### src/design/pose_align_p_controller_macros.svh
// Assertion macros used by pap_ctrl of the pose alignment controller.
`ifndef POSE_ALIGN_P_CONTROLLER_MACROS_SVH
`define POSE_ALIGN_P_CONTROLLER_MACROS_SVH

// Checks that the consequent holds on the cycle after the antecedent.
`define PAP_ASSERT_NEXT(lbl, ante, cons, msg) \
    lbl: assert property (@(posedge i_clk) disable iff (!i_rst_n) (ante) |=> (cons)) \
        else $error(msg);

// Checks that the consequent holds in the same cycle as the antecedent.
`define PAP_ASSERT_NOW(lbl, ante, cons, msg) \
    lbl: assert property (@(posedge i_clk) disable iff (!i_rst_n) (ante) |-> (cons)) \
        else $error(msg);

`endif

### src/design/pap_pkg.sv
package pap_pkg;

    localparam int POS_W        = 16;
    localparam int ANG_W        = 16;
    localparam int CNT_W        = 16;
    localparam int CORDIC_STEPS = 14;
    localparam int ITER_W       = 4;
    localparam int PROD_W       = 38;

    localparam logic [1:0] ACT_START = 2'd0;
    localparam logic [1:0] ACT_MEAS  = 2'd1;
    localparam logic [1:0] ACT_FAIL  = 2'd2;
    localparam logic [1:0] ACT_NONE  = 2'd3;

    localparam logic [2:0] ST_IDLE    = 3'd0;
    localparam logic [2:0] ST_ADJ     = 3'd1;
    localparam logic [2:0] ST_DWELL   = 3'd2;
    localparam logic [2:0] ST_SUCCESS = 3'd3;
    localparam logic [2:0] ST_TIMEOUT = 3'd4;

    localparam logic [2:0] REG_XY_TOL  = 3'd0;
    localparam logic [2:0] REG_YAW_TOL = 3'd1;
    localparam logic [2:0] REG_GAIN_L  = 3'd2;
    localparam logic [2:0] REG_GAIN_A  = 3'd3;
    localparam logic [2:0] REG_TIMEOUT = 3'd4;
    localparam logic [2:0] REG_DWELL   = 3'd5;

    localparam logic [14:0] RST_XY_TOL  = 15'd102;
    localparam logic [14:0] RST_YAW_TOL = 15'd1043;
    localparam logic [11:0] RST_GAIN_L  = 12'd512;
    localparam logic [11:0] RST_GAIN_A  = 12'd768;
    localparam logic [15:0] RST_TIMEOUT = 16'd90;
    localparam logic [15:0] RST_DWELL   = 16'd15;

    localparam logic signed [17:0] CORDIC_K = 18'sd19898;

    typedef enum logic [1:0] {
        MODE_IDLE,
        MODE_ADJ,
        MODE_DWELL
    } t_mode;

    typedef enum logic [4:0] {
        S_IDLE, S_UPD, S_DIFF, S_SQ_X, S_SQ_Y, S_SQ_TOL, S_DECIDE,
        S_G_X, S_G_Y, S_G_H, S_G_END, S_C_INIT, S_C_ITER,
        S_K_X, S_K_Y, S_K_END, S_EMIT
    } t_state;

    typedef enum logic [4:0] {
        OP_NONE, OP_CAPTURE, OP_UPDATE, OP_DIFF, OP_SQ_X, OP_SQ_Y, OP_SQ_TOL,
        OP_DECIDE, OP_G_X, OP_G_Y, OP_G_H, OP_G_END, OP_C_INIT, OP_C_ITER,
        OP_K_X, OP_K_Y, OP_K_END, OP_EMIT
    } t_op;

    typedef struct packed {
        t_op op;
    } t_cmd;

    typedef struct packed {
        logic trivial;
        logic compute;
        logic last_iter;
        logic out_free;
    } t_dp_st;

    typedef struct packed {
        logic [14:0] xy_tol;
        logic [14:0] yaw_tol;
        logic [11:0] gain_lin;
        logic [11:0] gain_ang;
        logic [15:0] timeout_ticks;
        logic [15:0] dwell_ticks;
    } t_cfg;

    function automatic logic [13:0] atan_turn(input logic [ITER_W-1:0] idx);
        logic [13:0] v;
        unique case (idx)
            4'd0:    v = 14'd8192;
            4'd1:    v = 14'd4836;
            4'd2:    v = 14'd2555;
            4'd3:    v = 14'd1297;
            4'd4:    v = 14'd651;
            4'd5:    v = 14'd326;
            4'd6:    v = 14'd163;
            4'd7:    v = 14'd81;
            4'd8:    v = 14'd41;
            4'd9:    v = 14'd20;
            4'd10:   v = 14'd10;
            4'd11:   v = 14'd5;
            4'd12:   v = 14'd3;
            4'd13:   v = 14'd1;
            default: v = 14'd0;
        endcase
        return v;
    endfunction

    function automatic logic signed [POS_W-1:0] sat_pos(input logic signed [PROD_W-1:0] v);
        logic signed [POS_W-1:0] r;
        if (v > 38'sd32767) begin
            r = 16'sh7fff;
        end else if (v < -38'sd32768) begin
            r = 16'sh8000;
        end else begin
            r = v[POS_W-1:0];
        end
        return r;
    endfunction

    function automatic logic [CNT_W-1:0] cnt_inc(input logic [CNT_W-1:0] c);
        return (c == '1) ? c : c + 1'b1;
    endfunction

endpackage

### src/design/pap_ctrl.sv
`include "pose_align_p_controller_macros.svh"

module pap_ctrl (
    input  logic            i_clk,
    input  logic            i_rst_n,
    input  logic            i_s_tvalid,
    input  pap_pkg::t_dp_st i_st,
    output logic            o_s_tready,
    output pap_pkg::t_cmd   o_cmd
);

    pap_pkg::t_state r_state;
    pap_pkg::t_state n_state;

    always_ff @(posedge i_clk) begin
        if (!i_rst_n) begin
            r_state <= pap_pkg::S_IDLE;
        end else begin
            r_state <= n_state;
        end
    end

    always_comb begin
        n_state    = r_state;
        o_s_tready = 1'b0;
        o_cmd.op   = pap_pkg::OP_NONE;
        unique case (r_state)
            pap_pkg::S_IDLE: begin
                o_s_tready = 1'b1;
                if (i_s_tvalid) begin
                    o_cmd.op = pap_pkg::OP_CAPTURE;
                    n_state  = pap_pkg::S_UPD;
                end
            end
            pap_pkg::S_UPD: begin
                o_cmd.op = pap_pkg::OP_UPDATE;
                n_state  = i_st.trivial ? pap_pkg::S_EMIT : pap_pkg::S_DIFF;
            end
            pap_pkg::S_DIFF: begin
                o_cmd.op = pap_pkg::OP_DIFF;
                n_state  = pap_pkg::S_SQ_X;
            end
            pap_pkg::S_SQ_X: begin
                o_cmd.op = pap_pkg::OP_SQ_X;
                n_state  = pap_pkg::S_SQ_Y;
            end
            pap_pkg::S_SQ_Y: begin
                o_cmd.op = pap_pkg::OP_SQ_Y;
                n_state  = pap_pkg::S_SQ_TOL;
            end
            pap_pkg::S_SQ_TOL: begin
                o_cmd.op = pap_pkg::OP_SQ_TOL;
                n_state  = pap_pkg::S_DECIDE;
            end
            pap_pkg::S_DECIDE: begin
                o_cmd.op = pap_pkg::OP_DECIDE;
                n_state  = i_st.compute ? pap_pkg::S_G_X : pap_pkg::S_EMIT;
            end
            pap_pkg::S_G_X: begin
                o_cmd.op = pap_pkg::OP_G_X;
                n_state  = pap_pkg::S_G_Y;
            end
            pap_pkg::S_G_Y: begin
                o_cmd.op = pap_pkg::OP_G_Y;
                n_state  = pap_pkg::S_G_H;
            end
            pap_pkg::S_G_H: begin
                o_cmd.op = pap_pkg::OP_G_H;
                n_state  = pap_pkg::S_G_END;
            end
            pap_pkg::S_G_END: begin
                o_cmd.op = pap_pkg::OP_G_END;
                n_state  = pap_pkg::S_C_INIT;
            end
            pap_pkg::S_C_INIT: begin
                o_cmd.op = pap_pkg::OP_C_INIT;
                n_state  = pap_pkg::S_C_ITER;
            end
            pap_pkg::S_C_ITER: begin
                o_cmd.op = pap_pkg::OP_C_ITER;
                if (i_st.last_iter) begin
                    n_state = pap_pkg::S_K_X;
                end
            end
            pap_pkg::S_K_X: begin
                o_cmd.op = pap_pkg::OP_K_X;
                n_state  = pap_pkg::S_K_Y;
            end
            pap_pkg::S_K_Y: begin
                o_cmd.op = pap_pkg::OP_K_Y;
                n_state  = pap_pkg::S_K_END;
            end
            pap_pkg::S_K_END: begin
                o_cmd.op = pap_pkg::OP_K_END;
                n_state  = pap_pkg::S_EMIT;
            end
            pap_pkg::S_EMIT: begin
                o_cmd.op = pap_pkg::OP_EMIT;
                if (i_st.out_free) begin
                    n_state = pap_pkg::S_IDLE;
                end
            end
            default: begin
                n_state = pap_pkg::S_IDLE;
            end
        endcase
    end

    `PAP_ASSERT_NEXT(a_capture, (r_state == pap_pkg::S_IDLE) && i_s_tvalid, r_state == pap_pkg::S_UPD, "accepted word did not start an update")
    `PAP_ASSERT_NEXT(a_emit, (r_state == pap_pkg::S_EMIT) && i_st.out_free, r_state == pap_pkg::S_IDLE, "result not released")
    `PAP_ASSERT_NEXT(a_trivial, (r_state == pap_pkg::S_UPD) && i_st.trivial, r_state == pap_pkg::S_EMIT, "trivial word ran the datapath")
    `PAP_ASSERT_NOW(a_rotate, r_state == pap_pkg::S_K_X, $past(r_state) == pap_pkg::S_C_ITER, "scaling entered without rotation")

endmodule

### src/design/pap_dp.sv
module pap_dp (
    input  logic           i_clk,
    input  logic           i_rst_n,
    input  pap_pkg::t_cmd  i_cmd,
    input  pap_pkg::t_cfg  i_cfg,
    input  logic [1:0]     i_s_tuser,
    input  logic [47:0]    i_s_tdata,
    input  logic           i_m_tready,
    output pap_pkg::t_dp_st o_st,
    output logic           o_m_tvalid,
    output logic [47:0]    o_m_tdata,
    output logic [3:0]     o_m_tuser
);

    logic [1:0]         r_act;
    logic [15:0]        r_px, r_py, r_ph;
    logic [15:0]        r_goal_x, r_goal_y, r_goal_h;
    logic [15:0]        r_last_x, r_last_y, r_last_h;
    logic [15:0]        r_elapsed, r_dwell;
    pap_pkg::t_mode     r_mode;
    logic signed [16:0] r_dx, r_dy;
    logic signed [15:0] r_dh;
    logic signed [37:0] r_prod;
    logic [34:0]        r_acc;
    logic signed [19:0] r_cx, r_cy;
    logic signed [17:0] r_z;
    logic [3:0]         r_iter;
    logic signed [15:0] r_vx, r_vy, r_vyaw;
    logic               r_valid;
    logic [2:0]         r_status;
    logic               r_m_valid;
    logic [47:0]        r_m_data;
    logic [3:0]         r_m_user;

    logic signed [19:0] w_mul_a;
    logic signed [17:0] w_mul_b;
    logic signed [37:0] w_mul;
    logic [16:0]        w_abs_dx, w_abs_dy;
    logic [15:0]        w_abs_dh;
    logic               w_ok, w_tmo, w_fail_adj, w_compute, w_out_free;
    logic [15:0]        w_dc;
    logic signed [15:0] w_z0;
    logic signed [19:0] w_sx, w_sy;
    logic signed [17:0] w_atan;

    assign w_abs_dx   = r_dx[16] ? 17'(-r_dx) : 17'(r_dx);
    assign w_abs_dy   = r_dy[16] ? 17'(-r_dy) : 17'(r_dy);
    assign w_abs_dh   = r_dh[15] ? 16'(-r_dh) : 16'(r_dh);
    assign w_ok       = (r_acc <= 35'(r_prod[29:0])) && (w_abs_dh <= 16'(i_cfg.yaw_tol));
    assign w_tmo      = r_elapsed >= i_cfg.timeout_ticks;
    assign w_fail_adj = (r_act == pap_pkg::ACT_FAIL) && (r_mode == pap_pkg::MODE_ADJ);
    assign w_compute  = !w_fail_adj && !w_ok && !w_tmo;
    assign w_dc       = pap_pkg::cnt_inc((r_mode == pap_pkg::MODE_ADJ) ? 16'd0 : r_dwell);
    assign w_out_free = !r_m_valid || i_m_tready;
    assign w_z0       = 16'(16'd0 - r_last_h);
    assign w_sx       = r_cx >>> r_iter;
    assign w_sy       = r_cy >>> r_iter;
    assign w_atan     = 18'($signed({1'b0, pap_pkg::atan_turn(r_iter)}));

    assign o_st.trivial   = (r_act == pap_pkg::ACT_START) || (r_act == pap_pkg::ACT_NONE)
                            || (r_mode == pap_pkg::MODE_IDLE);
    assign o_st.compute   = w_compute;
    assign o_st.last_iter = r_iter == 4'(pap_pkg::CORDIC_STEPS - 1);
    assign o_st.out_free  = w_out_free;

    always_comb begin
        w_mul_a = '0;
        w_mul_b = '0;
        unique case (i_cmd.op)
            pap_pkg::OP_SQ_X: begin
                w_mul_a = 20'(r_dx);
                w_mul_b = 18'(r_dx);
            end
            pap_pkg::OP_SQ_Y: begin
                w_mul_a = 20'(r_dy);
                w_mul_b = 18'(r_dy);
            end
            pap_pkg::OP_SQ_TOL: begin
                w_mul_a = 20'($signed({5'd0, i_cfg.xy_tol}));
                w_mul_b = 18'($signed({3'd0, i_cfg.xy_tol}));
            end
            pap_pkg::OP_G_X: begin
                w_mul_a = 20'(r_dx);
                w_mul_b = 18'($signed({6'd0, i_cfg.gain_lin}));
            end
            pap_pkg::OP_G_Y: begin
                w_mul_a = 20'(r_dy);
                w_mul_b = 18'($signed({6'd0, i_cfg.gain_lin}));
            end
            pap_pkg::OP_G_H: begin
                w_mul_a = 20'(r_dh);
                w_mul_b = 18'($signed({6'd0, i_cfg.gain_ang}));
            end
            pap_pkg::OP_K_X: begin
                w_mul_a = r_cx;
                w_mul_b = pap_pkg::CORDIC_K;
            end
            pap_pkg::OP_K_Y: begin
                w_mul_a = r_cy;
                w_mul_b = pap_pkg::CORDIC_K;
            end
            default: begin
                w_mul_a = '0;
                w_mul_b = '0;
            end
        endcase
    end

    assign w_mul = 38'(w_mul_a) * 38'(w_mul_b);

    always_ff @(posedge i_clk) begin
        if (!i_rst_n) begin
            r_goal_x  <= '0;
            r_goal_y  <= '0;
            r_goal_h  <= '0;
            r_last_x  <= '0;
            r_last_y  <= '0;
            r_last_h  <= '0;
            r_elapsed <= '0;
            r_dwell   <= '0;
            r_mode    <= pap_pkg::MODE_IDLE;
            r_iter    <= '0;
            r_m_valid <= 1'b0;
        end else begin
            if ((i_cmd.op == pap_pkg::OP_EMIT) && w_out_free) begin
                r_m_valid <= 1'b1;
            end else if (i_m_tready) begin
                r_m_valid <= 1'b0;
            end
            unique case (i_cmd.op)
                pap_pkg::OP_UPDATE: begin
                    if (r_act == pap_pkg::ACT_START) begin
                        r_goal_x  <= r_px;
                        r_goal_y  <= r_py;
                        r_goal_h  <= r_ph;
                        r_elapsed <= '0;
                        r_dwell   <= '0;
                        r_mode    <= pap_pkg::MODE_ADJ;
                    end else if (r_act != pap_pkg::ACT_NONE && r_mode != pap_pkg::MODE_IDLE) begin
                        if (r_act == pap_pkg::ACT_MEAS) begin
                            r_last_x <= r_px;
                            r_last_y <= r_py;
                            r_last_h <= r_ph;
                        end
                        r_elapsed <= pap_pkg::cnt_inc(r_elapsed);
                    end
                end
                pap_pkg::OP_DECIDE: begin
                    if (w_fail_adj) begin
                        if (!w_ok && w_tmo) begin
                            r_mode <= pap_pkg::MODE_IDLE;
                        end
                    end else if (w_ok) begin
                        r_dwell <= w_dc;
                        r_mode  <= (w_dc >= i_cfg.dwell_ticks) ? pap_pkg::MODE_IDLE
                                                               : pap_pkg::MODE_DWELL;
                    end else if (w_tmo) begin
                        r_mode <= pap_pkg::MODE_IDLE;
                    end else begin
                        r_mode  <= pap_pkg::MODE_ADJ;
                        r_dwell <= '0;
                    end
                end
                pap_pkg::OP_C_INIT: begin
                    r_iter <= '0;
                end
                pap_pkg::OP_C_ITER: begin
                    r_iter <= r_iter + 1'b1;
                end
                default: begin
                end
            endcase
        end
    end

    always_ff @(posedge i_clk) begin
        unique case (i_cmd.op)
            pap_pkg::OP_CAPTURE: begin
                r_act <= i_s_tuser;
                r_px  <= i_s_tdata[15:0];
                r_py  <= i_s_tdata[31:16];
                r_ph  <= i_s_tdata[47:32];
            end
            pap_pkg::OP_UPDATE: begin
                r_vx     <= '0;
                r_vy     <= '0;
                r_vyaw   <= '0;
                r_valid  <= 1'b0;
                r_status <= (r_act == pap_pkg::ACT_START) ? pap_pkg::ST_ADJ
                                                          : 3'({1'b0, r_mode});
            end
            pap_pkg::OP_DIFF: begin
                r_dx <= 17'($signed(r_goal_x)) - 17'($signed(r_last_x));
                r_dy <= 17'($signed(r_goal_y)) - 17'($signed(r_last_y));
                r_dh <= $signed(r_goal_h - r_last_h);
            end
            pap_pkg::OP_SQ_X: begin
                r_prod <= w_mul;
            end
            pap_pkg::OP_SQ_Y: begin
                r_acc  <= 35'(r_prod[32:0]);
                r_prod <= w_mul;
            end
            pap_pkg::OP_SQ_TOL: begin
                r_acc  <= r_acc + 35'(r_prod[32:0]);
                r_prod <= w_mul;
            end
            pap_pkg::OP_DECIDE: begin
                if (w_fail_adj) begin
                    if (!w_ok && w_tmo) begin
                        r_valid  <= 1'b1;
                        r_status <= pap_pkg::ST_TIMEOUT;
                    end else begin
                        r_status <= pap_pkg::ST_ADJ;
                    end
                end else if (w_ok) begin
                    r_valid  <= 1'b1;
                    r_status <= (w_dc >= i_cfg.dwell_ticks) ? pap_pkg::ST_SUCCESS
                                                            : pap_pkg::ST_DWELL;
                end else if (w_tmo) begin
                    r_valid  <= 1'b1;
                    r_status <= pap_pkg::ST_TIMEOUT;
                end else begin
                    r_valid  <= 1'b1;
                    r_status <= pap_pkg::ST_ADJ;
                end
            end
            pap_pkg::OP_G_X: begin
                r_prod <= w_mul;
            end
            pap_pkg::OP_G_Y: begin
                r_vx   <= (w_abs_dx > 17'(i_cfg.xy_tol)) ? pap_pkg::sat_pos(r_prod >>> 8) : '0;
                r_prod <= w_mul;
            end
            pap_pkg::OP_G_H: begin
                r_vy   <= (w_abs_dy > 17'(i_cfg.xy_tol)) ? pap_pkg::sat_pos(r_prod >>> 8) : '0;
                r_prod <= w_mul;
            end
            pap_pkg::OP_G_END: begin
                r_vyaw <= (w_abs_dh > 16'(i_cfg.yaw_tol)) ? pap_pkg::sat_pos(r_prod >>> 8) : '0;
            end
            pap_pkg::OP_C_INIT: begin
                if (w_z0 > 16'sd16384 || w_z0 < -16'sd16384) begin
                    r_cx <= -20'(r_vx);
                    r_cy <= -20'(r_vy);
                    r_z  <= (w_z0 > 16'sd0) ? 18'(w_z0) - 18'sd32768 : 18'(w_z0) + 18'sd32768;
                end else begin
                    r_cx <= 20'(r_vx);
                    r_cy <= 20'(r_vy);
                    r_z  <= 18'(w_z0);
                end
            end
            pap_pkg::OP_C_ITER: begin
                if (r_z >= 18'sd0) begin
                    r_cx <= r_cx - w_sy;
                    r_cy <= r_cy + w_sx;
                    r_z  <= r_z - w_atan;
                end else begin
                    r_cx <= r_cx + w_sy;
                    r_cy <= r_cy - w_sx;
                    r_z  <= r_z + w_atan;
                end
            end
            pap_pkg::OP_K_X: begin
                r_prod <= w_mul;
            end
            pap_pkg::OP_K_Y: begin
                r_vx   <= pap_pkg::sat_pos(r_prod >>> 15);
                r_prod <= w_mul;
            end
            pap_pkg::OP_K_END: begin
                r_vy <= pap_pkg::sat_pos(r_prod >>> 15);
            end
            pap_pkg::OP_EMIT: begin
                if (w_out_free) begin
                    r_m_data <= {r_vyaw, r_vy, r_vx};
                    r_m_user <= {r_status, r_valid};
                end
            end
            default: begin
            end
        endcase
    end

    assign o_m_tvalid = r_m_valid;
    assign o_m_tdata  = r_m_data;
    assign o_m_tuser  = r_m_user;

endmodule

### src/design/pose_align_p_controller.sv
// A start, an ignored tick or an idle tick skips the datapath; a tick that needs no
// command ends after the tolerance decision; a tick that issues a proportional
// command also runs the gain products, the 14 steps of the CORDIC unit and the
// scaling, with the sequenced use of one multiplier. One word is processed at a time.
// Reset (synchronous, active low) restores register defaults and an idle controller.
module pose_align_p_controller (
    input  logic        i_clk,
    input  logic        i_rst_n,
    input  logic        s_tvalid,
    output logic        s_tready,
    input  logic [47:0] s_tdata,   // pos_x, pos_y, heading
    input  logic [1:0]  s_tuser,   // action
    output logic        m_tvalid,
    input  logic        m_tready,
    output logic [47:0] m_tdata,   // vel_x, vel_y, vel_yaw
    output logic [3:0]  m_tuser,   // cmd_valid, status
    input  logic        psel,
    input  logic        penable,
    input  logic        pwrite,
    input  logic [4:0]  paddr,
    input  logic [31:0] pwdata,
    output logic [31:0] prdata,
    output logic        pready
);

    pap_pkg::t_cfg   r_cfg;
    pap_pkg::t_cmd   w_cmd;
    pap_pkg::t_dp_st w_st;
    logic            w_wr;

    assign pready = 1'b1;
    assign w_wr   = psel && penable && pwrite;

    always_ff @(posedge i_clk) begin
        if (!i_rst_n) begin
            r_cfg.xy_tol        <= pap_pkg::RST_XY_TOL;
            r_cfg.yaw_tol       <= pap_pkg::RST_YAW_TOL;
            r_cfg.gain_lin      <= pap_pkg::RST_GAIN_L;
            r_cfg.gain_ang      <= pap_pkg::RST_GAIN_A;
            r_cfg.timeout_ticks <= pap_pkg::RST_TIMEOUT;
            r_cfg.dwell_ticks   <= pap_pkg::RST_DWELL;
        end else if (w_wr) begin
            unique case (paddr[4:2])
                pap_pkg::REG_XY_TOL:  r_cfg.xy_tol        <= pwdata[14:0];
                pap_pkg::REG_YAW_TOL: r_cfg.yaw_tol       <= pwdata[14:0];
                pap_pkg::REG_GAIN_L:  r_cfg.gain_lin      <= pwdata[11:0];
                pap_pkg::REG_GAIN_A:  r_cfg.gain_ang      <= pwdata[11:0];
                pap_pkg::REG_TIMEOUT: r_cfg.timeout_ticks <= pwdata[15:0];
                pap_pkg::REG_DWELL:   r_cfg.dwell_ticks   <= pwdata[15:0];
                default: begin
                end
            endcase
        end
    end

    always_comb begin
        unique case (paddr[4:2])
            pap_pkg::REG_XY_TOL:  prdata = 32'(r_cfg.xy_tol);
            pap_pkg::REG_YAW_TOL: prdata = 32'(r_cfg.yaw_tol);
            pap_pkg::REG_GAIN_L:  prdata = 32'(r_cfg.gain_lin);
            pap_pkg::REG_GAIN_A:  prdata = 32'(r_cfg.gain_ang);
            pap_pkg::REG_TIMEOUT: prdata = 32'(r_cfg.timeout_ticks);
            pap_pkg::REG_DWELL:   prdata = 32'(r_cfg.dwell_ticks);
            default:              prdata = '0;
        endcase
    end

    pap_ctrl u_ctrl (
        .i_clk      (i_clk),
        .i_rst_n    (i_rst_n),
        .i_s_tvalid (s_tvalid),
        .i_st       (w_st),
        .o_s_tready (s_tready),
        .o_cmd      (w_cmd)
    );

    pap_dp u_dp (
        .i_clk      (i_clk),
        .i_rst_n    (i_rst_n),
        .i_cmd      (w_cmd),
        .i_cfg      (r_cfg),
        .i_s_tuser  (s_tuser),
        .i_s_tdata  (s_tdata),
        .i_m_tready (m_tready),
        .o_st       (w_st),
        .o_m_tvalid (m_tvalid),
        .o_m_tdata  (m_tdata),
        .o_m_tuser  (m_tuser)
    );

endmodule

### config.mk
export PLATFORM = sky130hd
export DESIGN_NAME = pose_align_p_controller
export DESIGN_NICKNAME = d
export VERILOG_FILES = /design/src/design/pap_pkg.sv /design/src/design/pap_ctrl.sv /design/src/design/pap_dp.sv /design/src/design/pose_align_p_controller.sv
export VERILOG_INCLUDE_DIRS = /design/src /design/src/design
export SDC_FILE = /design/constraint.sdc
export NUM_CORES = 2
export LEC_CHECK = 0
export ABC_CLOCK_PERIOD_IN_PS = 11930
export BUFFER_PORTS_ARGS = -buffer_cell sky130_fd_sc_hd__buf_2
export CAP_MARGIN = 20
export CORE_AREA = 2 2 603 365
export DETAILED_ROUTE_END_ITERATION = 8
export DIE_AREA = 0 0 605 367
export MAX_ROUTING_LAYER = met4
export PLACE_DENSITY_LB_ADDON = 0.25
export SLEW_MARGIN = 5
export SYNTH_ARGS = -nofsm -noshare
export SYNTH_HDL_FRONTEND = slang
export SYNTH_SLANG_ARGS = --single-unit
### constraint.sdc
create_clock -name i_clk -period 11.93 [get_ports i_clk]
set_input_delay 2.386 -clock i_clk [delete_from_list [all_inputs] [get_ports i_clk]]
set_output_delay 2.386 -clock i_clk [all_outputs]
set_load 0.02 [all_outputs]
=== Word-level counts from Yosys, hierarchy flattened ===
Memory sizes are Yosys's and may differ from the RTL's. A register that Yosys moved wholly into a read port is not among the register bits.
Cells that the tools add are included.

* Div/mod/pow operators: 0
* Magnitude comparators: 15
* Shift-type cells: 2
* Multiply operators: 1
* Mux-type cells: 68
* Bitwise logic cells: 1
* Equality and inequality tests: 54
* Add/sub/neg operators: 21
* Reductions and logical operators: 49

{| class="wikitable"
|+ Operators by type and width
! kind !! count
|-
| two-way mux 16 bit || 17
|-
| one-hot mux 5 bit (17 select lines) || 2
|-
| one-hot mux 20 bit (6 select lines) || 1
|-
| one-hot mux 18 bit (6 select lines) || 1
|-
| one-hot mux 16 bit (3 select lines) || 2
|-
| one-hot mux 16 bit (6 select lines) || 1
|-
| == test 5 x 4 -> 1 bit (second input constant) || 16
|-
| two-way mux 20 bit || 4
|-
| one-hot mux 20 bit (2 select lines) || 2
|-
| one-hot mux 35 bit (2 select lines) || 1
|-
| one-hot mux 16 bit (2 select lines) || 2
|-
| two-way mux 18 bit || 3
|-
| adder 20 bit || 2
|-
| == test 5 x 3 -> 1 bit (second input constant) || 8
|-
| negator 16 -> 20 bit || 2
|-
| >>> shifter 20 x 4 -> 20 bit || 2
|-
| subtractor 20 bit || 2
|-
| multiplier 20 x 18 -> 38 bit || 1
|-
| one-hot mux 18 bit (2 select lines) || 1
|-
| adder 35 x 33 -> 35 bit || 1
|-
| <= comparator 35 x 30 -> 1 bit || 1
|-
| greater-than comparator 17 x 15 -> 1 bit || 2
|-
| two-way mux 17 bit || 2
|-
| negator 17 bit || 2
|-
| other kinds (58) || 133
|}

* Register bits after elaboration: 561
* ROM bits: 224
* Memories: 1
* Bits in latches: 0
* Input port bits: 94
* RAM bits: 0

{| class="wikitable"
|+ Memories
! name !! depth !! bits a word !! read ports !! clocked after Yosys merged registers in !! write ports !! RTL line !! RTL
|-
| (name not given) || 16 || 14 || 1 || 1 || 0 || pap_pkg.sv:77 || <nowiki>unique case (idx)</nowiki>
|}

=== Longest topological paths before layout ===
* Depth after elaboration: 9
* Gate-level depth with buffers: 33
* Depth with buffers taken out: 30

=== Modules after synthesis ===
A second synthesis with hierarchy kept.

* Cells, all modules: 5499
* Area total of the unflattened synthesis: 50354.5 µm²

{| class="wikitable"
|+ By module, submodules not included
! module !! sequential area each (µm²) !! cells an instance !! area an instance (µm²) !! times used
|-
| pap_dp || 13042.5 || 5024 || 45904.0 || 1
|-
| pose_align_p_controller || 1721.7 || 428 || 4085.2 || 1
|-
| pap_ctrl || 100.1 || 47 || 365.4 || 1
|}

=== Worst setup path before layout ===
Ideal clock, no wire load.

* Path kind: register to register
* Start point: register u_ctrl.r_state[3]
* End point: register u_dp.r_prod[36] (data pin)
* Required time: 11.667 ns
* Setup slack: 4.125 ns
* Buffers on the path: 5
* Period minus slack after synthesis: 7.805 ns
* Arrival time: 7.543 ns
* Stages on the path, launching flop included: 31
* Cell sequence: dfxtp_1 clkbuf_1 clkbuf_1 nand2_1 nor2_1 clkbuf_1 clkbuf_1 a222oi_1 nand4_1 clkbuf_1 nand2_1 fa_1 inv_1 fa_1 ha_1 fa_1 inv_1 fa_1 fa_1 inv_1 ha_1 or3_1 or3_1 o211a_1 nand3_1 o211ai_1 a31o_2 a31oi_1 nor2_1 a311oi_1 xnor2_1

* Word-level cells in the longest chain between the ends: 6

{| class="wikitable"
|+ RTL lines
! item !! RTL line !! RTL
|-
| from (decl) || pap_ctrl.sv:12 || <nowiki>pap_pkg::t_state r_state;</nowiki>
|-
| from (signal assigned) || pap_ctrl.sv:17 || <nowiki>r_state <= pap_pkg::S_IDLE;</nowiki>
|-
| from (signal assigned) || pap_ctrl.sv:19 || <nowiki>r_state <= n_state;</nowiki>
|-
| == test 5 bit, or another cell as far along || pap_ctrl.sv:27 || <nowiki>unique case (r_state)</nowiki>
|-
| one-hot mux 5 bit (17 select lines) * || pap_ctrl.sv:27 ||
|-
| == test 5 x 3 -> 1 bit / == test 5 x 4 -> 1 bit (equally long branches) || pap_dp.sv:69 || <nowiki>unique case (i_cmd.op)</nowiki>
|-
| OR reduction 2 bit (no line) || -- ||
|-
| one-hot mux 20 bit (6 select lines) / one-hot mux 18 bit (6 select lines) (equally long branches) || pap_dp.sv:69 ||
|-
| multiplier 20 x 18 -> 38 bit * || pap_dp.sv:109 || <nowiki>assign w_mul = 38'(w_mul_a) * 38'(w_mul_b);</nowiki>
|-
| via u_dp.w_mul[36] || pap_dp.sv:37 || <nowiki>logic signed [37:0] w_mul;</nowiki>
|-
| to (signal assigned) || pap_dp.sv:198 || <nowiki>r_prod <= w_mul;</nowiki>
|-
| to (signal assigned) || pap_dp.sv:202 || <nowiki>r_prod <= w_mul;</nowiki>
|-
| to (signal assigned) || pap_dp.sv:206 || <nowiki>r_prod <= w_mul;</nowiki>
|-
| to (decl) || pap_dp.sv:23 || <nowiki>logic signed [37:0] r_prod;</nowiki>
|}

Mark *: on every way through the listed nets, which the timed path passes. The rest lies on a longest branch.
A chain may end at the register's enable or synchronous reset.

=== Worst setup path in the final report ===
* Start point: register u_ctrl.r_state[2]
* End point: register u_dp.r_prod[37] (data pin)

The elaborated chain is that of the path after synthesis.

==> results.toml <==
[place]
gp_congestion = 0.914
hpwl_um = 138000
placed_area_um2 = 53700
port_buffers = 145

[sta]
relSlewSlack_pct = 12.0
worstMarginPinSlew_ns = 1.32
clock_skew_ns = 0.0533
rsz0062_at_grt = "false"
fin_crit_ns = 10.26
hold_violations = 0
max_freq_mhz = 97.5
drv_slew = 0
finalSetupViolations = 0
fin_crit_sh_pct = 86.0
setup_tns_ns = 0

[min_path]
hold_path_depth = 0
hold_class = "flop to flop"

[synth]
synth_ff_type = "edfxtp_1"
synth_cells = 5578
synth_seq_area_share_pct = 29.9
synth_area_leaders = "edfxtp_1 20%, fa_1 15%, dfxtp_1 9.7%"
syn_area_um2 = 49700
synth_top_area_share_pct = 20.3
synth.largest_area_cell = "edfxtp_1"
ys.warnings.count = 0
synthDistinctLibCells = 91
syn_avg_cell_area_um2 = 8.90
synth_edf_count = 335
synthArstFlopShare_pct = 0
ys_seq_elements = 575

[setup_path]
worstSetupStartpointType = "flop"
crit_path_max_fanout = 19
cp-startpoint = "u_ctrl.r_state[2]$_SDFFE_PN0P_"
critPathKind = "flop to flop"
rrSetupSlack_ns = 1.67
cp_common_cell = "fa_1"
worstPathArrival_ns = 10.66
critical_path.reg2reg.endpoint = "u_dp.r_prod[37]$_DFFE_PP_"
worstSetupEndpointType = "flop"
slowest_stage = "nor2_1"
cp_top_family = "adder cells"
critPathCapture = "u_dp.r_prod[37]$_DFFE_PP_"
reg2reg_depth = 27
slowest_delay_ns = 0.90
path_depth = 27
r2r_start = "u_ctrl.r_state[2]$_SDFFE_PN0P_"
path_buf_inv = 4
crit_required_ns = 12.34

[clocking]
clk_pin_slew_worst_paths_ns = 0.08
postCtsResizedCells = 0
h-tree-depth = 2
postCtsSetupBuffers = 0
clk_path_buf_depth = 3
cts_buffers = 61
postCtsHoldBufs = 0
clock-sinks = 575
clk_latency_ns = 0.73
cts_root_buffer = "clkbuf_16"
cts_tree = "yes"

[global_routing]
grt_antenna_before_repair = 5
grt-ovfl-total = 0
grt_pass1_vias = 38900
grt_max_degree = 89
grtUsageTotal_pct = 16.0
grt_pass1_wl_um = 260000

[power_and_ir_drop]
power.density_nw_per_um2 = 83.2
combPwrFrac_pct = 7.5
p_sw_share_pct = 26.5
power_switching_mw = 1.23
seqPwrFrac_pct = 47.7
ir_drop_mv = 0.121
power_frac_clock_pct = 44.8
power.leakage_nw = 22.5
finalPower_mw = 4.65
power.internal_mw = 3.42

[die]
placementRows = 133
die_x_um = 605
start_util_pct = 22.9
fp.dieH_um = 367
ios = 181
coreArea_um2 = 217000
dieArea_um2 = 222000

[cells_and_area]
area_growth_pct = 12.6
nNetsFinal = 6457
drive_above_1_share_pct = 8.02
final_common_cell = "nand2_1"
layout_common_cells = "803 x nand2_1, 713 x inv_1, 449 x nor2_1"
postLayoutCellArea_um2 = 55900

[job]
drv_cap = 0

[detailed_routing]
vias = 40700
drt-initial-drc-count = 4116
viasPerCell = 4.74
routedWlPerCell_um = 20.2
drc = 0
first_pass_iters = 6
wirelength_um = 174000
antenna_left = 0

[outcome]
status = "finished clean"
==> cell families after synthesis <==
group,count (synthesis),share of synthesized area [%]
multiplexers,103,3.07
XOR/XNOR,302,5.33
adder cells (fa/ha/maj),729,23.9
flip-flops,575,29.9
other,2,0.0151
AND/OR/NAND/NOR,1740,15.4
AO/OA/AOI/OAI,1157,14.7
buffers and inverters,970,7.60
==> metal layers <==
metal | wire, um | share of wire [%] | track usage, % | up-vias
met4 | 1520 | 0.88 | 1.69 | 0
met3 | 15600 | 9.0 | 3.56 | 107
li1 | - | - | - | 19000
met5 | 0 | 0 | - | -
met2 | 64700 | 37 | 20.2 | 1379
met1 | 92100 | 53 | 25.5 | 20200
==> stage by stage <==
stage / worst slack, ns / hold slack [ns] / utilization (%) / instances
4_1_cts: 1.81 / 0.425 / 25.7 / 8587
2_1_floorplan: 4.12 / 0.400 / - / 5597
5_1_grt: 1.15 / 0.440 / 25.7 / 8589
3_3_place_gp: 1.97 / 0.409 / 24.7 / 8470
6_report: 1.67 / 0.421 / 25.7 / 8590
3_5_place_dp: 1.78 / 0.407 / 24.8 / 8471
==> flip-flops by register name (all words and copies together) (netlist names), 17 cells and up <==
| register | flops |
|---|---|
| r_cfg | 86 |
| u_dp.r_acc | 35 |
| u_dp.r_cy | 20 |
| u_dp.r_dy | 17 |
| u_dp.r_dx | 17 |
| u_dp.o_m_tdata | 48 |
| u_dp.r_prod | 38 |
| u_dp.r_z | 18 |
| u_dp.r_cx | 20 |
==> worst min-delay path by stage <==
stage / from / endpoint
2_1_floorplan: u_dp.r_vyaw[0]$_SDFFCE_PP0P_ / u_dp.o_m_tdata[32]$_DFFE_PP_
3_3_place_gp: u_dp.r_vyaw[4]$_SDFFCE_PP0P_ / u_dp.o_m_tdata[36]$_DFFE_PP_
3_5_place_dp: u_dp.r_vyaw[4]$_SDFFCE_PP0P_ / u_dp.o_m_tdata[36]$_DFFE_PP_
4_1_cts: u_dp.r_vyaw[5]$_SDFFCE_PP0P_ / u_dp.o_m_tdata[37]$_DFFE_PP_
5_1_grt: u_dp.r_vyaw[5]$_SDFFCE_PP0P_ / u_dp.o_m_tdata[37]$_DFFE_PP_
6_report: u_dp.r_vyaw[5]$_SDFFCE_PP0P_ / u_dp.o_m_tdata[37]$_DFFE_PP_
==> worst register-to-register path, delay by kind of cell (launching register included) <==
family	cells	cell delay, ns
compound gates	7	2.26
simple gates	8	2.53
flops	1	0.76
buf+inv	4	0.51
fa+ha+maj	7	3.49
xor+xnor	1	0.43
==> power groups by stage <==
stage | Sequential [mW] | Clock (mW) | Combinational [mW]
after floorplan | 2.24 | 0 | 0.217
after global placement | 2.26 | 0 | 0.347
after detailed placement | 2.26 | 0 | 0.350
after CTS | 2.22 | 2.14 | 0.352
after global routing | 2.22 | 2.23 | 0.386
final | 2.22 | 2.08 | 0.350
==> cell type report <==
| class | instances | area (um^2) |
|---|---|---|
| Clock buffer | 80 | 1730 |
| Timing Repair Buffer | 225 | 1330 |
| Antenna cell | 1 | 2.50 |
| Multi-Input combinational cell | 4052 | 31200 |
| Sequential cell | 575 | 14900 |
| Fill cell | 23500 | 161000 |
| Tap cell | 2902 | 3630 |
| Clock inverter | 36 | 384 |
| Inverter | 719 | 2700 |
==> synthesized netlist by cell type, types with 35 or more instances <==
cell type,number
a21o_1,56
a21oi_1,430
a22oi_1,39
clkbuf_1,196
dfxtp_1,240
edfxtp_1,335
fa_1,369
ha_1,360
inv_1,715
mux2i_1,47
nand2_1,806
nand2b_1,51
nand3_1,94
nand4_1,48
nor2_1,455
nor2b_1,48
nor3_1,56
o21a_1,35
o21ai_0,207
o22ai_1,46
o31ai_1,47
or3_1,39
xnor2_1,197
xor2_1,105
Note: power is estimated with default switching activity, not from simulation.
